**src/hdl/wesp_pkg.sv**
```systemverilog
package wesp_pkg;

    localparam int DATA_W  = 32;
    localparam int COEF_W  = 31;
    localparam int DIM_W   = 11;
    localparam int SRC_W   = 10;
    localparam int CFG_W   = 32;
    localparam int IDX_W   = 3;
    localparam int OI_W    = 2 * DIM_W;
    localparam int PHASE_W = 3;

    // Configuration register indexes.
    localparam logic [IDX_W-1:0] REG_GRID_WIDTH  = 3'd0;
    localparam logic [IDX_W-1:0] REG_GRID_HEIGHT = 3'd1;
    localparam logic [IDX_W-1:0] REG_COEF_X      = 3'd2;
    localparam logic [IDX_W-1:0] REG_COEF_Y      = 3'd3;
    localparam logic [IDX_W-1:0] REG_TAU_SQ      = 3'd4;
    localparam logic [IDX_W-1:0] REG_SOURCE_ROW  = 3'd5;
    localparam logic [IDX_W-1:0] REG_SOURCE_COL  = 3'd6;

    // Neighborhood read phases.
    localparam logic [PHASE_W-1:0] RD_CENTER = 3'd0;
    localparam logic [PHASE_W-1:0] RD_RIGHT  = 3'd1;
    localparam logic [PHASE_W-1:0] RD_LEFT   = 3'd2;
    localparam logic [PHASE_W-1:0] RD_DOWN   = 3'd3;
    localparam logic [PHASE_W-1:0] RD_UP     = 3'd4;
    localparam logic [PHASE_W-1:0] RD_DONE   = 3'd5;

    typedef enum logic [2:0] {
        ST_IDLE,
        ST_READ,
        ST_WAIT_DIV,
        ST_MUL1,
        ST_MUL2,
        ST_MUL3,
        ST_SUM
    } wesp_state_t;

    typedef struct packed {
        logic                accept;
        logic                rd_go;
        logic [PHASE_W-1:0]  rd_idx;
        logic                mul1;
        logic                mul2;
        logic                mul3;
        logic                fin;
    } wesp_cmd_t;

    typedef struct packed {
        logic emit_req;
        logic div_done;
        logic out_free;
    } wesp_status_t;

endpackage

```
**src/hdl/wesp_ctrl.sv**
```systemverilog
module wesp_ctrl
    import wesp_pkg::*;
(
    input  logic         clk,
    input  logic         rst_n,
    input  logic         in_valid,
    output logic         in_ready,
    input  wesp_status_t status,
    output wesp_cmd_t    cmd
);

    wesp_state_t        state_reg, state_next;
    logic [PHASE_W-1:0] phase_reg, phase_next;

    always_comb
    begin
        state_next = state_reg;
        phase_next = phase_reg;
        case (state_reg)
            ST_IDLE:
            begin
                phase_next = RD_CENTER;
                if (in_valid && status.emit_req)
                begin
                    state_next = ST_READ;
                end
            end
            ST_READ:
            begin
                phase_next = phase_reg + 1'b1;
                if (phase_reg == RD_DONE)
                begin
                    state_next = ST_WAIT_DIV;
                end
            end
            ST_WAIT_DIV:
            begin
                if (status.div_done)
                begin
                    state_next = ST_MUL1;
                end
            end
            ST_MUL1: state_next = ST_MUL2;
            ST_MUL2: state_next = ST_MUL3;
            ST_MUL3: state_next = ST_SUM;
            ST_SUM:
            begin
                if (status.out_free)
                begin
                    state_next = ST_IDLE;
                end
            end
            default: state_next = ST_IDLE;
        endcase
    end

    always_comb
    begin
        cmd      = '0;
        in_ready = 1'b0;
        case (state_reg)
            ST_IDLE:
            begin
                in_ready   = 1'b1;
                cmd.accept = in_valid;
            end
            ST_READ:
            begin
                cmd.rd_go  = phase_reg != RD_DONE;
                cmd.rd_idx = phase_reg;
            end
            ST_MUL1: cmd.mul1 = 1'b1;
            ST_MUL2: cmd.mul2 = 1'b1;
            ST_MUL3: cmd.mul3 = 1'b1;
            ST_SUM:  cmd.fin  = status.out_free;
            default: cmd = '0;
        endcase
    end

    always_ff @(posedge clk or negedge rst_n)
    begin
        if (!rst_n)
        begin
            state_reg <= ST_IDLE;
            phase_reg <= RD_CENTER;
        end
        else
        begin
            state_reg <= state_next;
            phase_reg <= phase_next;
        end
    end

    a_read_to_wait: assert property (@(posedge clk) disable iff (!rst_n)
        (state_reg == ST_READ && phase_reg == RD_DONE) |=> state_reg == ST_WAIT_DIV)
        else $error("read sequence did not hand over to divider wait");

    a_mul_after_div: assert property (@(posedge clk) disable iff (!rst_n)
        (state_reg == ST_WAIT_DIV && !status.div_done) |=> state_reg == ST_WAIT_DIV)
        else $error("arithmetic started before the divider finished");

endmodule

```
**config.mk**
```make
export PLATFORM = sky130hd
export DESIGN_NAME = wesp_ctrl
export DESIGN_NICKNAME = d
export VERILOG_FILES = /design/src/hdl/wesp_pkg.sv /design/src/hdl/wesp_ctrl.sv
export SDC_FILE = /design/constraint.sdc
export NUM_CORES = 1
export LEC_CHECK = 0
export BUFFER_PORTS_ARGS = -buffer_cell sky130_fd_sc_hd__buf_2
export CELL_PAD_IN_SITES_DETAIL_PLACEMENT = 0
export CELL_PAD_IN_SITES_GLOBAL_PLACEMENT = 2
export CORE_MARGIN = 10
export CORE_UTILIZATION = 26
export DETAILED_ROUTE_END_ITERATION = 12
export MAX_ROUTING_LAYER = met4
export PLACE_DENSITY_LB_ADDON = 0.1
export SLEW_MARGIN = 20
export SYNTH_ARGS = -nofsm -noshare
export SYNTH_HDL_FRONTEND = slang
export SYNTH_SLANG_ARGS = --single-unit
```
**constraint.sdc**
```tcl
create_clock -name clk -period 2.1 [get_ports clk]
set_input_delay 0.42 -clock clk [delete_from_list [all_inputs] [get_ports clk]]
set_output_delay 0.42 -clock clk [all_outputs]
set_load 0.01 [all_outputs]
```
Word level (Yosys, flattened, before mapping)
Index checks and enable logic that the tools add are counted.
Cells by class
  add/subtract/negate cells: 1
  multipliers: 0
  divide/modulo/power cells: 0
  magnitude comparators: 0
  equal/unequal tests: 12
  shift-type cells: 0
  multiplexer cells: 13
  bitwise logic cells: 0
  reduce and logical (&&, ||, !) cells: 4
Operators with widths (count)
  3-bit one-hot mux with 7 select lines: 1
  3-bit == test (second input constant): 4
  3-bit 2-to-1 mux: 4
  2-bit != test (second input constant): 4
  3-bit by 2-bit == test with 1-bit output (second input constant): 2
  1-bit 2-to-1 mux: 6
  3-bit one-hot mux with 2 select lines: 1
  4-bit 2-to-1 mux: 1
  4-bit AND reduction: 1
  3-bit by 1-bit adder with 3-bit output (second input constant): 1
  3-bit by 1-bit == test with 1-bit output (second input constant): 1
  3-bit zero test: 1
  3-bit != test (second input constant): 1
  2-bit nonzero test: 1
  1-bit logical AND: 1
Word-level totals
  flip-flop bits (word level): 6
  latch bits: 0
  bits in writable memories: 0
  ROM bits: 0
  input port bits: 6
  word-level logic and storage cells: 32
  memories kept: 0

Depth between registers and ports, before layout
Gate-level depths: netlist of the first run.
  word-level depth: 3
  gate-level depth with buffers: 4
  mapped depth without buffers: 4

Worst setup path before layout of the first run
Ideal clock, no wire load.
  kind: register to output
  start: register state_reg[1]
  end: output cmd[8] (netlist bit)
  arrival: 1059 ps
  data required time: 1680 ps
  slack: 621 ps
  stages on the path, launching flop included: 5
  path through: dfrtp_1 buf_6 or2_4 nor2_2 and2_1
RTL lines
  start, declared: RTL line wesp_ctrl.sv:12  | wesp_state_t state_reg, state_next;
  start signal, assigned: RTL line wesp_ctrl.sv:89  | state_reg <= state_next;
  end, declared: RTL line wesp_ctrl.sv:9  | output wesp_cmd_t cmd

==> results of run 1 <==
==> final cells by class <==
| type | count | share of cell area |
|---|---|---|
| Clock buffer | 3 | 0.0450 |
| Inverter | 2 | 0.0150 |
| Multi-Input combinational cell | 36 | 0.433 |
| Sequential cell | 6 | 0.300 |
| Tap cell | 15 | 0.0375 |
| Timing Repair Buffer | 16 | 0.170 |
==> report_power, final <==
group	switching (mW)	leakage (nW)	internal, mW
combinational	0.166	0.179	0.148
clock	0.0368	0.0138	0.0643
sequential	0.0867	0.0773	0.159
total	0.289	0.270	0.371
==> routing by layer <==
metal  up-vias  global-route usage
met4         0              0.0689
met1       151              0.0834
li1        195                   -
met5         -                   -
met3         2              0.0172
met2        14              0.0691
==> cell usage after synthesis (2+ instances only) <==
cell type / count / area [µm²]
o21ai_0: 3 / 15.0
a21oi_1: 2 / 10.0
dfrtp_1: 6 / 150
ha_1: 2 / 25.0
and3_1: 3 / 18.8
nor2_1: 3 / 11.3
nor3_1: 2 / 10.0
nand2b_1: 4 / 25.0
o21ai_1: 3 / 15.0
nor2_2: 2 / 12.5
and2_1: 2 / 12.5
nand2_1: 5 / 18.8
==> worst paths after layout <==
check	start	endpoint	slack [ns]	cells past startpoint
setup / recovery	state_reg[1]	cmd[7]	0.35	4
hold / removal	status[0]	state_reg[1]	0.49	4
setup reg to reg	state_reg[1]	phase_reg[2]	0.97	3
hold reg to reg	phase_reg[0]	phase_reg[0]	0.55	1
max in group asynchronous	rst_n	state_reg[0]	1.41	2
min in group asynchronous	rst_n	state_reg[1]	0.54	2
==> tightest hold or removal path, cell delays in order <==
cell,delay [ns]
buf_2,0.10
a21oi_1,0.06
nand2_1,0.06
o21ai_1,0.05
==> stage by stage <==
step,setup slack [ns],utilization
floorplan,0.621,-
global placement,0.589,0.347
detailed placement,0.588,0.347
CTS,0.328,0.371
global route,0.193,0.371
finish,0.349,0.371
==> logic make-up after synthesis <==
logic type               synth area share
AND/OR/NAND/NOR                     0.321
AO/OA/AOI/OAI                       0.170
flip-flops                          0.385
buffers and inverters              0.0609
adder cells (fa/ha/maj)            0.0641
==> timing repair <==
| item | 4_1_cts | 5_1_grt |
|---|---|---|
| gates resized for setup | 0 | 0 |
| hold buffers | 1 | 0 |
| hold endpoints to repair | 6 | 0 |
==> flow_summary.toml, run 1 <==
[outcome]
status = "finished clean"

[logic_synthesis]
syn-num-nets = 54
ys_seq_area_frac = 0.385
syn_area_per_cell_um2 = 8.49
synth_warnings = 0
ys_ff_latch = 6
synthesis.area_um2 = 390
synthFlopType = "dfrtp_1"
yosys.cell_types.count = 21
async_reset_ff_frac = 1.00
syn_inst = 46
synth-edff-count = 0

[routing]
top_layer_used = "met4"
post_drt_wl_per_cell_um = 12.7
ant_nets = 0
drc = 0
met3_length_um = 63
totalWireLength_um = 994
wl_met1_um = 542
vias = 362
drt-pass1-iter-count = 4
via_per_inst = 4.64
wl_met2_um = 361
drtIter0Drc = 6

[power]
power_leakage_nw = 0.270
power_mw = 0.660
ir_drop_mv = 0.390
power_density_nw_per_um2 = 1320

[cts]
cts.path.max_buffers = 2
path_clk_slew_ns = 0.04
cts-root-buf = "clkbuf_4"
cts_tree = "built"
cts.sinks = 6
cts-htree-levels = 1
post-cts-setup-buffers = 0
worstSkewPairLatency_ns = 0.24
numCtsBuffers = 3

[sta]
fmax_mhz = 571
slew_violations = 0
tightest_slew_ns = 0.388
relSlewSlack = 0.741
rsz0062_at_grt = "false"
min_period_over_period = 0.834
setup_viol = 0
hold_viol = 0
finClkSkew_ns = 0.00172
timing.hold.ws_ns = 0.490
period_needed_ns = 1.75
setup_tns_ns = 0

[finish]
diodes = 0
layout.cells.non_filler = 78
drive_gt1_frac = 0.349
seq_area_um2 = 150
fin_area_um2 = 500
final_cell_mix = "buf_2 (15), dfrtp_1 (6), nand2_1 (5)"
nets = 73
area_growth_pct = 28.2
fillers = 149
multi_input_area_um2 = 216
final_common_cell = "buf_2"

[placement]
dp_hpwl_um = 804
numPortBuffers = 15
placed_cells_incl_taps = 74
gp_congestion = 0.695
post_dp_cell_area_um2 = 468

[grt]
grt_max_degree = 14
grt_antenna_before_repair = 0
overflow = 0
grt_pass1_vias = 381
grt_pass1_wl_um = 1660
grtUsageTotal = 0.0636

[worst_setup_path]
crit_family = "simple AND/OR/NAND/NOR gates"
arrival_ns = 1.33
cp_slowest_cell = "dfrtp_1"
cp_max_fo = 9
end_kind = "output port"
crit_buf_inv = 1
cp_slowest_stage_delay_ns = 0.46
setup.worst_path.class = "flop to output port"
crit_chain = "nor2_2 > nand2_1 > nor2_1 > buf_2"
cp-start-kind = "flop"
cp_data_required_time_ns = 1.68

[floorplan]
dieArea_um2 = 3450
boundaryPins = 16
fp.coreArea_um2 = 1350
die_h_um = 58.8
num_rows = 13
die-width_um = 58.8
start_util = 0.289

[run]
maxCapViolCount = 0

[hold_path]
hold_class = "input port to flop"
(Power assumes the default switching activity.)
==> run 2: changes to the inputs <==
- CORE_UTILIZATION: 26 -> 24
- clock period: 2.1 -> 1.68 ns (I/O delays scaled with it)
==> flow_summary.toml, run 2 (synthesis results as in run 1) <==
[outcome]
status = "finished clean"

[cts]
cts-root-buf = "clkbuf_4"
worstSkewPairLatency_ns = 0.25
cts.sinks = 6
numCtsBuffers = 3
cts-htree-levels = 1
cts_tree = "built"
cts.path.max_buffers = 2
path_clk_slew_ns = 0.04

[worst_setup_path]
end_kind = "output port"
cp-startpoint = "state_reg[1]"
rr_startpoint = "state_reg[2]"
arrival_ns = 1.27
setup.worst_path.class = "flop to output port"
cp-start-kind = "flop"
cp_max_fo = 4
cp_data_required_time_ns = 1.34

[sta]
layout_setup_ws_ns = 0.0692
rsz0062_at_grt = "false"
min_period_over_period = 0.959
relSlewSlack = 0.838
period_needed_ns = 1.61
hold_viol = 0
fmax_mhz = 621
tightest_slew_ns = 0.243
slew_violations = 0
setup_viol = 0
setup_tns_ns = 0
finClkSkew_ns = 0.00892

[finish]
drive_gt1_frac = 0.463
fin_area_um2 = 549
seq_area_um2 = 155
diodes = 0
multi_input_area_um2 = 229
fillers = 162
final_common_cell = "buf_2"
final_cell_mix = "buf_2 (15), nand2_1 (5), nand2b_1 (4), dfrtp_2 (4), buf_4 (4)"
nets = 77
area_growth_pct = 40.7

[power]
p_int_mw = 0.532
power_density_nw_per_um2 = 1710
clkPwrFrac = 0.142
power.net_switching_mw = 0.408
ir_drop_mv = 0.588
pwr-share-seq = 0.324
swShare = 0.434
power_leakage_nw = 0.287
p_comb_frac = 0.534

[routing]
vias = 392
drc = 0
totalWireLength_um = 1120
ant_nets = 0
via_per_inst = 4.72
post_drt_wl_per_cell_um = 13.5
drtIter0Drc = 10
drt-pass1-iter-count = 4

[floorplan]
boundaryPins = 16
dieArea_um2 = 3640
num_rows = 14
die-width_um = 60.3
fp.coreArea_um2 = 1520
die_h_um = 60.3
start_util = 0.256

[grt]
grt_max_degree = 14
grt_antenna_before_repair = 0
grt_pass1_vias = 387
grt_pass1_wl_um = 1860
overflow = 0
grtUsageTotal = 0.0705

[hold_path]
hold_class = "input port to flop"
min-delay-start = "status[0]"

[placement]
pre_cts_ws_ns = 0.235
post_dp_cell_area_um2 = 469
numPortBuffers = 15
gp_congestion = 0.727
dp_hpwl_um = 849

[run]
maxCapViolCount = 0
[run 2: cell count changes in the layout (fill, tap and decap cells not counted), moves of 2 or more]
cell,before,now
buf_4,0,4
dfrtp_1,6,2
dfrtp_2,0,4
nor2_2,2,0
nor2_4,0,2
[run 2: cell type report]
class,instances,area share
inverter,2,0.0137
multi-input combinational,36,0.417
timing repair buffer,20,0.210
tap,16,0.0364
clock buffer,3,0.0410
sequential,6,0.282
[run 2: metal layers]
layer	up-vias	share of wire	track usage	routed length, µm
met5	-	0	-	0
met4	0	0	0.0192	0
met3	0	0.12	0.0564	133
met2	13	0.42	0.0868	468
met1	175	0.46	0.0843	522
li1	204	-	-	-
[run 2: path summary, 6_finish.rpt]
kind	to	slack, ns	cells after the start
max	cmd[8]	0.07	4
max reg2reg	state_reg[0]	0.55	4
min	state_reg[1]	0.41	4
max in group asynchronous	state_reg[2]	1.07	2
min in group asynchronous	phase_reg[1]	0.44	2
min reg2reg	state_reg[1]	0.61	2
[run 2: worst max-delay path: stages, from the launching register on]
cell,delay [ns]
dfrtp_2,0.42
or2_4,0.29
nor2_4,0.08
and2_1,0.12
buf_2,0.12
[run 2: stage by stage]
step                power (mW)  instances  hold slack, ns   util
finish                   0.939         83           0.405  0.360
global route              1.04         83           0.451  0.360
CTS                      0.868         80           0.396  0.335
detailed placement       0.713         75           0.171  0.308
global placement         0.728         75           0.172  0.308
floorplan                0.584         46          0.0404      -
[run 2: what timing repair did]
| item | CTS | global route |
|---|---|---|
| setup endpoints to repair | 2 | 3 |
| hold endpoints to repair | 6 | 0 |
| buffers inserted | 1 | 3 |
| gates resized for setup | 1 | 6 |
| hold buffers | 1 | 0 |
[run 2: power by group through the flow]
stage / clock network, mW / logic, mW / registers, mW
6_report: 0.134 / 0.502 / 0.304
5_1_grt: 0.147 / 0.574 / 0.316
4_1_cts: 0.138 / 0.437 / 0.293
3_5_place_dp: 0 / 0.409 / 0.304
3_3_place_gp: 0 / 0.422 / 0.306
2_1_floorplan: 0 / 0.338 / 0.246
==> run 3: changes to the inputs <==
- CORE_UTILIZATION: 24 -> 21
- GPL_TIMING_DRIVEN: default -> 0
- clock period: 1.68 -> 1.3 ns (I/O delays scaled with it)
==> flow_summary.toml, run 3 (synthesis results as in run 1) <==
[outcome]
status = "complete, but fails checks"
failed_checks = "negative setup slack"

[worst_setup_path]
rr_worst_depth = 5
rr_startpoint = "state_reg[2]"
setup.worst_path.class = "flop to output port"
cp-start-kind = "flop"
cp_slowest_cell = "dfrtp_2"
cp_slowest_stage_delay_ns = 0.42
crit_chain = "buf_4 > buf_6 > nand2b_4 > nor2_2 > buf_2"
cp_data_required_time_ns = 1.04
crit_family = "flip-flops"
end_kind = "output port"
arrival_ns = 1.26
timing.rr.end = "state_reg[0]"
cp_max_fo = 6
crit_buf_inv = 3
r2r_slack_ns = 0.02

[floorplan]
boundaryPins = 16
die-width_um = 63.1
die_h_um = 63.1
dieArea_um2 = 3980
num_rows = 15
start_util = 0.224
fp.coreArea_um2 = 1750

[finish]
final_cell_mix = "buf_2 (12), buf_6 (8), buf_4 (7)"
area_growth_pct = 81.4
diodes = 0
final_common_cell = "buf_2"
layout.cells.non_filler = 100
nets = 85
fin_area_um2 = 708
drive_gt1_frac = 0.653
postLayoutCoreUtil = 0.406

[placement]
placed_cells_incl_taps = 86
pre_cts_ws_ns = -0.0673
gp_congestion = 0.679
dp_hpwl_um = 850
post_dp_cell_area_um2 = 504
numPortBuffers = 15

[sta]
slew_violations = 0
tightest_slew_ns = 0.181
rsz0062_at_grt = "true"
hold_viol = 0
timing.hold.ws_ns = 0.325
relSlewSlack = 0.879
min_period_over_period = 1.17
finClkSkew_ns = 0.000756
period_needed_ns = 1.52
fmax_mhz = 656
setup_viol = 10
setup_tns_ns = -1.57
layout_setup_ws_ns = -0.224

[grt]
grt_pass1_vias = 461
grtUsageTotal = 0.0667
grt_pass1_wl_um = 2060
grt_antenna_before_repair = 0
overflow = 0
grt_max_degree = 11

[power]
power_leakage_nw = 0.340
ir_drop_mv = 0.907
power_density_nw_per_um2 = 2270
power_mw = 1.61

[routing]
drc = 0
totalWireLength_um = 1280
ant_nets = 0
vias = 438
via_per_inst = 4.38
drtIter0Drc = 6
drt-pass1-iter-count = 2
post_drt_wl_per_cell_um = 12.8

[cts]
worstSkewPairLatency_ns = 0.24
cts-htree-levels = 1
cts-root-buf = "clkbuf_4"
cts_tree = "built"
path_clk_slew_ns = 0.04
numCtsBuffers = 3
cts.path.max_buffers = 2
cts.sinks = 6

[hold_path]
holdPathStages = 4
hold_end = "state_reg[1]"
hold_class = "input port to flop"
min-delay-start = "status[0]"

[run]
maxCapViolCount = 0
run 3: report_power, final:
part	leakage [nW]	total (mW)	internal [mW]	switching, mW
clock network	0.0138	0.172	0.104	0.0672
logic	0.251	1.10	0.593	0.509
registers	0.0747	0.337	0.263	0.0740
run 3: layout make-up:
type	count	area, µm²
Clock buffer	3	22.5
Inverter	2	10.0
Tap cell	25	31.3
Sequential cell	6	153
Timing Repair Buffer	27	201
Buffer	1	11.3
Fill cell	178	1040
Multi-Input combinational cell	36	279
run 3: worst max path at each step:
stage,cells after the start,to,slack [ns],startpoint
2_1_floorplan,4,cmd[8],0.03,state_reg[1]
3_3_place_gp,5,cmd[7],-0.08,state_reg[1]
3_5_place_dp,5,cmd[7],-0.07,state_reg[1]
4_1_cts,5,cmd[8],-0.25,state_reg[1]
5_1_grt,4,cmd[8],-0.28,state_reg[1]
6_report,5,cmd[1],-0.22,state_reg[1]
run 3: repair_timing:
item,in CTS,in global routing
buffers inserted,6,4
hold buffers,1,0
endpoints found under the hold margin,6,0
gates cloned,0,1
pin swaps,3,5
setup endpoints to repair,10,11
gates resized for setup,10,16
run 3: worst register-to-register path, cell delays in order (launching register included):
cell and delay (ns):
dfrtp_2 0.44, buf_6 0.14, buf_6 0.11, nand2b_4 0.12
a221o_1 0.33, o21ai_1 0.08
run 3: metal layers:
metal  up-vias  global-route usage  share of wire
met2        10               0.103           0.47
met3         2              0.0265          0.056
met5         -                   -              0
met1       210              0.0699           0.47
met4         0              0.0419         0.0055
li1        216                   -              -
